## src/rtl/pbu_pkg.sv

```systemverilog
// Shared types, codes and sizes for the pixel blend unit.
package pbu_pkg;

   localparam int NUM_CH      = 3;
   localparam int MODE_W      = 3;
   localparam int QUEUE_DEPTH = 4;
   localparam int QPTR_W      = $clog2(QUEUE_DEPTH);
   localparam int QCNT_W      = $clog2(QUEUE_DEPTH + 1);

   typedef logic [MODE_W-1:0] mode_type;
   typedef logic [QPTR_W-1:0] ptr_type;
   typedef logic [QCNT_W-1:0] cnt_type;

   localparam mode_type MODE_NONE  = 3'd0;
   localparam mode_type MODE_ALPHA = 3'd1;
   localparam mode_type MODE_ADD   = 3'd2;
   localparam mode_type MODE_SUB   = 3'd3;
   localparam mode_type MODE_MUL   = 3'd4;

   typedef enum logic [2:0] {
      OP_PASS,
      OP_COPY,
      OP_ALPHA,
      OP_ADD,
      OP_SUB,
      OP_MUL
   } op_type;

   typedef struct packed {
      op_type                  op;
      logic [7:0]              alpha;
      logic [7:0]              weight;
      logic [NUM_CH-1:0][7:0]  src;
      logic [NUM_CH-1:0][7:0]  dst;
   } item_type;

   typedef struct packed {
      logic full;
      logic empty;
   } q_status_type;

   typedef struct packed {
      op_type                  op;
      logic [7:0]              alpha;
      logic [NUM_CH-1:0][15:0] sa_prod;
      logic [NUM_CH-1:0][15:0] nd_prod;
      logic [NUM_CH-1:0][7:0]  src;
      logic [NUM_CH-1:0][7:0]  dst;
   } s1_type;

   typedef struct packed {
      op_type                  op;
      logic [7:0]              alpha;
      logic [NUM_CH-1:0][23:0] triple;
      logic [NUM_CH-1:0][7:0]  nd_hi;
      logic [NUM_CH-1:0][7:0]  simple;
   } s2_type;

endpackage

```

## src/rtl/pbu_front.sv

```systemverilog
// Front end: mode register, input acceptance and per-pixel operation classification.
module pbu_front (
   input  logic                   clock,
   input  logic                   reset,
   input  logic                   csr_valid,
   output logic                   csr_ready,
   input  logic [2:0]             csr_blend_mode,
   input  logic                   req_valid,
   output logic                   req_stall,
   input  logic [7:0]             req_src_alpha,
   input  logic [7:0]             req_src_red,
   input  logic [7:0]             req_src_green,
   input  logic [7:0]             req_src_blue,
   input  logic [7:0]             req_dst_alpha_in,
   input  logic [7:0]             req_dst_red_in,
   input  logic [7:0]             req_dst_green_in,
   input  logic [7:0]             req_dst_blue_in,
   input  pbu_pkg::q_status_type  q_status,
   output logic                   q_push,
   output pbu_pkg::item_type      q_push_data
);

   pbu_pkg::mode_type mode_ff;
   pbu_pkg::mode_type mode_in;

   assign csr_ready = 1'b1;

   always_comb begin
      mode_in = mode_ff;
      if (csr_valid && csr_ready) begin
         mode_in = csr_blend_mode;
      end
   end

   always_ff @(posedge clock) begin
      if (reset) begin
         mode_ff <= pbu_pkg::MODE_NONE;
      end else begin
         mode_ff <= mode_in;
      end
   end

   assign req_stall = q_status.full;
   assign q_push    = req_valid && !req_stall;

   // Classify the pixel; a transparent source in replace mode becomes a pass.
   always_comb begin
      q_push_data.weight = req_src_alpha;
      q_push_data.src    = {req_src_blue, req_src_green, req_src_red};
      q_push_data.dst    = {req_dst_blue_in, req_dst_green_in, req_dst_red_in};
      q_push_data.alpha  = req_dst_alpha_in;
      case (mode_ff)
         pbu_pkg::MODE_NONE: begin
            if (req_src_alpha != 8'd0) begin
               q_push_data.op    = pbu_pkg::OP_COPY;
               q_push_data.alpha = req_src_alpha;
            end else begin
               q_push_data.op = pbu_pkg::OP_PASS;
            end
         end
         pbu_pkg::MODE_ALPHA: q_push_data.op = pbu_pkg::OP_ALPHA;
         pbu_pkg::MODE_ADD:   q_push_data.op = pbu_pkg::OP_ADD;
         pbu_pkg::MODE_SUB:   q_push_data.op = pbu_pkg::OP_SUB;
         pbu_pkg::MODE_MUL:   q_push_data.op = pbu_pkg::OP_MUL;
         default:             q_push_data.op = pbu_pkg::OP_PASS;
      endcase
   end

endmodule

```

## src/rtl/pbu_queue.sv

```systemverilog
// Small FIFO that decouples the front end from the arithmetic back end.
module pbu_queue (
   input  logic                   clock,
   input  logic                   reset,
   input  logic                   push,
   input  pbu_pkg::item_type      push_data,
   input  logic                   pop,
   output pbu_pkg::item_type      pop_data,
   output pbu_pkg::q_status_type  status
);

   pbu_pkg::item_type entries_ff [pbu_pkg::QUEUE_DEPTH];
   pbu_pkg::ptr_type  wr_ptr_ff;
   pbu_pkg::ptr_type  wr_ptr_in;
   pbu_pkg::ptr_type  rd_ptr_ff;
   pbu_pkg::ptr_type  rd_ptr_in;
   pbu_pkg::cnt_type  count_ff;
   pbu_pkg::cnt_type  count_in;

   assign status.full  = (count_ff == pbu_pkg::cnt_type'(pbu_pkg::QUEUE_DEPTH));
   assign status.empty = (count_ff == '0);
   assign pop_data     = entries_ff[rd_ptr_ff];

   always_comb begin
      wr_ptr_in = push ? wr_ptr_ff + 1'b1 : wr_ptr_ff;
      rd_ptr_in = pop  ? rd_ptr_ff + 1'b1 : rd_ptr_ff;
      count_in  = count_ff;
      if (push && !pop) begin
         count_in = count_ff + 1'b1;
      end else if (pop && !push) begin
         count_in = count_ff - 1'b1;
      end
   end

   always_ff @(posedge clock) begin
      if (reset) begin
         wr_ptr_ff <= '0;
         rd_ptr_ff <= '0;
         count_ff  <= '0;
      end else begin
         wr_ptr_ff <= wr_ptr_in;
         rd_ptr_ff <= rd_ptr_in;
         count_ff  <= count_in;
      end
   end

   always_ff @(posedge clock) begin
      if (push) begin
         entries_ff[wr_ptr_ff] <= push_data;
      end
   end

endmodule

```

## src/rtl/pbu_back.sv

```systemverilog
// Back end: three-stage blend datapath ending in the result register.
module pbu_back (
   input  logic                   clock,
   input  logic                   reset,
   input  pbu_pkg::q_status_type  q_status,
   input  pbu_pkg::item_type      q_pop_data,
   output logic                   q_pop,
   output logic                   rsp_valid,
   input  logic                   rsp_stall,
   output logic [7:0]             rsp_out_alpha,
   output logic [7:0]             rsp_out_red,
   output logic [7:0]             rsp_out_green,
   output logic [7:0]             rsp_out_blue
);

   logic                          advance;
   logic                          s1_valid_ff;
   logic                          s2_valid_ff;
   logic                          s3_valid_ff;
   pbu_pkg::s1_type               s1_ff;
   pbu_pkg::s1_type               s1_in;
   pbu_pkg::s2_type               s2_ff;
   pbu_pkg::s2_type               s2_in;
   logic [7:0]                    s3_alpha_ff;
   logic [pbu_pkg::NUM_CH-1:0][7:0] s3_chan_ff;
   logic [pbu_pkg::NUM_CH-1:0][7:0] s3_chan_in;

   // Hold every stage while a result waits on the consumer.
   assign advance = !(s3_valid_ff && rsp_stall);
   assign q_pop   = advance && !q_status.empty;

   always_ff @(posedge clock) begin
      if (reset) begin
         s1_valid_ff <= 1'b0;
         s2_valid_ff <= 1'b0;
         s3_valid_ff <= 1'b0;
      end else if (advance) begin
         s1_valid_ff <= !q_status.empty;
         s2_valid_ff <= s1_valid_ff;
         s3_valid_ff <= s2_valid_ff;
      end
   end

   // Stage 1: source and inverse-alpha products per channel.
   always_comb begin
      s1_in.op    = q_pop_data.op;
      s1_in.alpha = q_pop_data.alpha;
      s1_in.src   = q_pop_data.src;
      s1_in.dst   = q_pop_data.dst;
      for (int i = 0; i < pbu_pkg::NUM_CH; i++) begin
         s1_in.sa_prod[i] = q_pop_data.src[i] * q_pop_data.weight;
         s1_in.nd_prod[i] = (8'd255 - q_pop_data.weight) * q_pop_data.dst[i];
      end
   end

   // Stage 2: finish the single-product modes, start the triple product.
   always_comb begin
      logic [16:0] wsum;
      logic [8:0]  asum;
      logic [7:0]  k;
      s2_in.op    = s1_ff.op;
      s2_in.alpha = s1_ff.alpha;
      for (int i = 0; i < pbu_pkg::NUM_CH; i++) begin
         wsum = {1'b0, s1_ff.sa_prod[i]} + {1'b0, s1_ff.nd_prod[i]};
         k    = s1_ff.sa_prod[i][15:8];
         asum = {1'b0, s1_ff.dst[i]} + {1'b0, k};
         s2_in.triple[i] = s1_ff.sa_prod[i] * s1_ff.dst[i];
         s2_in.nd_hi[i]  = s1_ff.nd_prod[i][15:8];
         case (s1_ff.op)
            pbu_pkg::OP_COPY:  s2_in.simple[i] = s1_ff.src[i];
            pbu_pkg::OP_ALPHA: s2_in.simple[i] = wsum[15:8];
            pbu_pkg::OP_ADD:   s2_in.simple[i] = asum[8] ? 8'd255 : asum[7:0];
            pbu_pkg::OP_SUB:   s2_in.simple[i] = (k > s1_ff.dst[i]) ? 8'd0
                                                                   : s1_ff.dst[i] - k;
            default:           s2_in.simple[i] = s1_ff.dst[i];
         endcase
      end
   end

   // Stage 3: sum the two multiply terms (low byte) or pass through.
   always_comb begin
      for (int i = 0; i < pbu_pkg::NUM_CH; i++) begin
         if (s2_ff.op == pbu_pkg::OP_MUL) begin
            s3_chan_in[i] = s2_ff.triple[i][23:16] + s2_ff.nd_hi[i];
         end else begin
            s3_chan_in[i] = s2_ff.simple[i];
         end
      end
   end

   always_ff @(posedge clock) begin
      if (advance) begin
         s1_ff       <= s1_in;
         s2_ff       <= s2_in;
         s3_alpha_ff <= s2_ff.alpha;
         s3_chan_ff  <= s3_chan_in;
      end
   end

   assign rsp_valid     = s3_valid_ff;
   assign rsp_out_alpha = s3_alpha_ff;
   assign rsp_out_red   = s3_chan_ff[0];
   assign rsp_out_green = s3_chan_ff[1];
   assign rsp_out_blue  = s3_chan_ff[2];

endmodule

```

## src/rtl/pixel_blend_unit.sv

```systemverilog
// Top level of the pixel blend unit: front end, decoupling queue and blend back end.
//
// Blends one source ARGB8888 pixel into one destination pixel per clock. The mode
// register (written through the csr_ port, always ready) selects replace, alpha,
// add, subtract or multiply; write it only while no pixel is in flight. A pixel
// accepted on req_ passes in turn through the queue write, the product stage, the
// triple-product stage and the result register before it shows on rsp_. The
// multiply mode's 16x8 product after the 8x8 products sets that depth. While rsp_
// does not stall, sustained rate is one pixel per clock; a four-entry queue
// between the front end and the datapath absorbs short output stalls, and
// req_stall rises only when that queue is full.
module pixel_blend_unit (
   input  logic        clock,
   input  logic        reset,
   input  logic        csr_valid,
   output logic        csr_ready,
   input  logic [2:0]  csr_blend_mode,
   input  logic        req_valid,
   output logic        req_stall,
   input  logic [7:0]  req_src_alpha,
   input  logic [7:0]  req_src_red,
   input  logic [7:0]  req_src_green,
   input  logic [7:0]  req_src_blue,
   input  logic [7:0]  req_dst_alpha_in,
   input  logic [7:0]  req_dst_red_in,
   input  logic [7:0]  req_dst_green_in,
   input  logic [7:0]  req_dst_blue_in,
   output logic        rsp_valid,
   input  logic        rsp_stall,
   output logic [7:0]  rsp_out_alpha,
   output logic [7:0]  rsp_out_red,
   output logic [7:0]  rsp_out_green,
   output logic [7:0]  rsp_out_blue
);

   pbu_pkg::q_status_type q_status;
   pbu_pkg::item_type     q_push_data;
   pbu_pkg::item_type     q_pop_data;
   logic                  q_push;
   logic                  q_pop;

   // Accept and classify each pixel against the current mode.
   pbu_front u_front (
      .clock            (clock),
      .reset            (reset),
      .csr_valid        (csr_valid),
      .csr_ready        (csr_ready),
      .csr_blend_mode   (csr_blend_mode),
      .req_valid        (req_valid),
      .req_stall        (req_stall),
      .req_src_alpha    (req_src_alpha),
      .req_src_red      (req_src_red),
      .req_src_green    (req_src_green),
      .req_src_blue     (req_src_blue),
      .req_dst_alpha_in (req_dst_alpha_in),
      .req_dst_red_in   (req_dst_red_in),
      .req_dst_green_in (req_dst_green_in),
      .req_dst_blue_in  (req_dst_blue_in),
      .q_status         (q_status),
      .q_push           (q_push),
      .q_push_data      (q_push_data)
   );

   // Buffer classified pixels so each side can stall on its own.
   pbu_queue u_queue (
      .clock     (clock),
      .reset     (reset),
      .push      (q_push),
      .push_data (q_push_data),
      .pop       (q_pop),
      .pop_data  (q_pop_data),
      .status    (q_status)
   );

   // Run the arithmetic and hold the result until the consumer takes it.
   pbu_back u_back (
      .clock         (clock),
      .reset         (reset),
      .q_status      (q_status),
      .q_pop_data    (q_pop_data),
      .q_pop         (q_pop),
      .rsp_valid     (rsp_valid),
      .rsp_stall     (rsp_stall),
      .rsp_out_alpha (rsp_out_alpha),
      .rsp_out_red   (rsp_out_red),
      .rsp_out_green (rsp_out_green),
      .rsp_out_blue  (rsp_out_blue)
   );

endmodule

```

## config.mk

```make
export PLATFORM = sky130hd
export DESIGN_NAME = pixel_blend_unit
export DESIGN_NICKNAME = d
export VERILOG_FILES = /design/src/rtl/pbu_pkg.sv /design/src/rtl/pbu_front.sv /design/src/rtl/pbu_queue.sv /design/src/rtl/pbu_back.sv /design/src/rtl/pixel_blend_unit.sv
export SDC_FILE = /design/constraint.sdc
export NUM_CORES = 2
export LEC_CHECK = 0
export BUFFER_PORTS_ARGS = -buffer_cell sky130_fd_sc_hd__buf_2
export CAP_MARGIN = 10
export CORE_ASPECT_RATIO = 0.7
export CORE_MARGIN = 2
export CORE_UTILIZATION = 25
export DETAILED_ROUTE_END_ITERATION = 6
export GPL_TIMING_DRIVEN = 0
export SLEW_MARGIN = 10
export SYNTH_ARGS = -nofsm -noshare
export SYNTH_HDL_FRONTEND = slang
export SYNTH_SLANG_ARGS = --single-unit
```

## constraint.sdc

```tcl
create_clock -name clock -period 25.1 [get_ports clock]
set_clock_uncertainty 0.2 [all_clocks]
set_input_delay 3.765 -clock clock [delete_from_list [all_inputs] [get_ports clock]]
set_output_delay 3.765 -clock clock [all_outputs]
set_load 0.05 [all_outputs]
```

==> impl_metrics.env <==
export IMPL_hold_end="u_back.s2_ff[127]"
export IMPL_synth_top_family_by_area="adder cells"
export IMPL_drtIter0Drc=2421
export IMPL_grt_pass1_wl_um=191000
export IMPL_fin_ws_ns=17.61
export IMPL_yosysTopAreaCell="edfxtp_1"
export IMPL_holdCritStartpoint="u_back.s1_ff[151]"
export IMPL_rsz0062_at_grt="no"
export IMPL_cpMostUsedCell="fa_1"
export IMPL_crit_path_start_kind="flop"
export IMPL_synthAdderAreaFrac_pct=32.7
export IMPL_grt_util_all_layers_pct=13.1
export IMPL_critPathKind="flop to flop"
export IMPL_muxShareOfSynthArea_pct=3.30
export IMPL_fin_worst_hold_slack_ns=0.220
export IMPL_cts_htree_levels=2
export IMPL_firstDrtPassIters=6
export IMPL_boundaryPins=107
export IMPL_gp_congestion=0.874
export IMPL_worstPathBufferInverterCount=5
export IMPL_synthFlopType="edfxtp_1"
export IMPL_synth_area_leaders="edfxtp_1 35%, fa_1 20%, ha_1 12%, inv_1 5.8%, nor2_1 3.8%"
export IMPL_crit_slowest_cell="o21ai_1"
export IMPL_cap_violations=0
export IMPL_finalCritPeriodShare_pct=29.8
export IMPL_reg2reg_to="u_back.s1_ff[63]"
export IMPL_clk_insertion_delay_late_ns=0.68
export IMPL_area_growth_syn_to_layout_pct=12.8
export IMPL_hold_depth=0
export IMPL_grt_start_max_net_pins=66
export IMPL_rows=132
export IMPL_nets=5465
export IMPL_post_cts_buffers=0
export IMPL_required_ns=25.30
export IMPL_hp_class="flop to flop"
export IMPL_syn_num_nets=5288
export IMPL_vias=31200
export IMPL_synth_top_area_share_pct=34.7
export IMPL_antenna_left=0
export IMPL_synth_cell_types=85
export IMPL_cts_resized=0
export IMPL_rrSetupSlack_ns=17.61
export IMPL_numCtsBuffers=57
export IMPL_port_buffers=105
export IMPL_path_cells="buf_2 > clkbuf_1 > buf_2 > mux2_2 > o21ai_1 > nor2_1 > fa_1 > fa_1 > inv_1 > fa_1 > fa_1 > inv_1 > ha_1 > o21a_1 > nor2_1 > o21bai_1 > a31o_1 > a41o_1 > o41a_1 > xnor2_1"
export IMPL_vias_per_cell=4.46
export IMPL_clk_pin_slew_ns=0.07
export IMPL_die_y_um=365
export IMPL_synth_area_mm2=0.0465
export IMPL_dp_hpwl_um=98600
export IMPL_status="finished clean"
export IMPL_core_mm2=0.185
export IMPL_r2r_cells=20
export IMPL_synth_xor_area_share_pct=3.26
export IMPL_relSlewSlack_pct=11.6
export IMPL_cts_sinks=553
export IMPL_route_detailed_drc=0
export IMPL_synth_simple_area_share_pct=11.5
export IMPL_wirelength_um=125000
export IMPL_wl_per_cell_um=17.8
export IMPL_hold_buffers=0
export IMPL_finalHoldViolCount=0
export IMPL_cp_max_fo=10
export IMPL_clk_path_buf_depth=3
export IMPL_pre_cts_slack_ns=17.77
export IMPL_async_flop_share_pct=0
export IMPL_cp_top_family="adder cells"
export IMPL_synth_edff_count=538
export IMPL_synth_seq_cells=553
export IMPL_slowest_delay_ns=0.90
export IMPL_overflow=0
export IMPL_timing_final_crit_period_ns=7.49
export IMPL_setup_viol=0
export IMPL_root_buffer="clkbuf_16"
export IMPL_tightest_slew_ns=1.32
export IMPL_synth_common_cells="718 x inv_1, 538 x edfxtp_1, 476 x nor2_1"
export IMPL_ys_seq_area_share_pct=35.4
export IMPL_netlist_instances=4286
export IMPL_synth_compound_area_share_pct=6.96
export IMPL_arrival_ns=7.69
export IMPL_yosysMostFrequentCell="inv_1"
export IMPL_fp_dieArea_mm2=0.190
export IMPL_fmax_ghz=0.134
export IMPL_yosysWarningCount=0
export IMPL_slew_viol_final=0
export IMPL_cp_end_kind="flop"
export IMPL_cts_tree="yes"
export IMPL_drive_gt1_share_pct=7.51
export IMPL_fin_tns_setup_ns=0
export IMPL_chipWidth_um=519
export IMPL_synth_avg_cell_area_um2=10.8
export IMPL_antenna_found_initial=21
export IMPL_grt_pass1_vias=31700
export IMPL_start_util_pct=25.2
[flip-flops by register name, summed over array words and instances, names as in the netlist, 2 cells and up, named ones only]
register              cells
u_back.s2_ff             83
u_back.rsp_out_green      8
u_queue.rd_ptr_ff         2
u_back.s1_ff            155
u_queue.wr_ptr_ff         2
u_queue.count_ff          3
u_front.mode_ff           3
u_queue.entries_ff      268
u_back.rsp_out_blue       8
u_back.rsp_out_alpha      8
u_back.rsp_out_red        8
[logic make-up after synthesis]
family                   count (synthesis)
XOR/XNOR                               173
AND/OR/NAND/NOR                       1160
other                                    1
flip-flops                             553
multiplexers                           132
buffers and inverters                  839
adder cells (fa/ha/maj)                930
AO/OA/AOI/OAI                          498
[worst max-delay path by stage]
stage                                to       from  cells past startpoint
finish                 u_back.s1_ff[63]       flop                     20
global route           u_back.s1_ff[63]       flop                     22
CTS                    u_back.s1_ff[63]       flop                     20
detailed placement     u_back.s1_ff[63]       flop                     20
global placement    u_queue.count_ff[2]  rsp_stall                      9
floorplan           u_queue.count_ff[2]  rsp_stall                      8
[layout make-up]
cell class | instances | area, µm²
Sequential cell | 553 | 16500
Multi-Input combinational cell | 2894 | 26900
Antenna cell | 2 | 5.00
Fill cell | 19100 | 132000
Inverter | 722 | 2710
Timing Repair Buffer | 118 | 779
Clock buffer | 65 | 1460
Tap cell | 2479 | 3100
Clock inverter | 43 | 554
Buffer | 117 | 472
[layer usage]
metal | GRT usage [%] | vias up | share of wire (%)
li1 | - | 14500 | -
met1 | 19.3 | 15500 | 48
met4 | 2.62 | 16 | 2.0
met2 | 18.1 | 1067 | 39
met3 | 4.51 | 166 | 10
met5 | 0 | - | 0.084
[stage by stage]
stage	instance area, µm²	util [%]	instances
final	52400	28.4	6993
after global routing	52400	28.4	6992
after floorplan	46500	-	4286
after detailed placement	50400	27.3	6880
after global placement	50100	27.1	6870
after CTS	52400	28.4	6988
[layout by cell type (no fill, tap or decap), drive strengths merged, types with 62 or more instances in the layout]
cell	count
a21oi	130
and2	271
buf	143
clkbuf	157
edfxtp	538
fa	475
ha	455
inv	725
mux2i	62
nand2	259
nor2	476
o21ai	139
xnor2	120
Power is not shown: default switching activity piles up to over one toggle a cycle in this logic, so the estimate is an artifact.
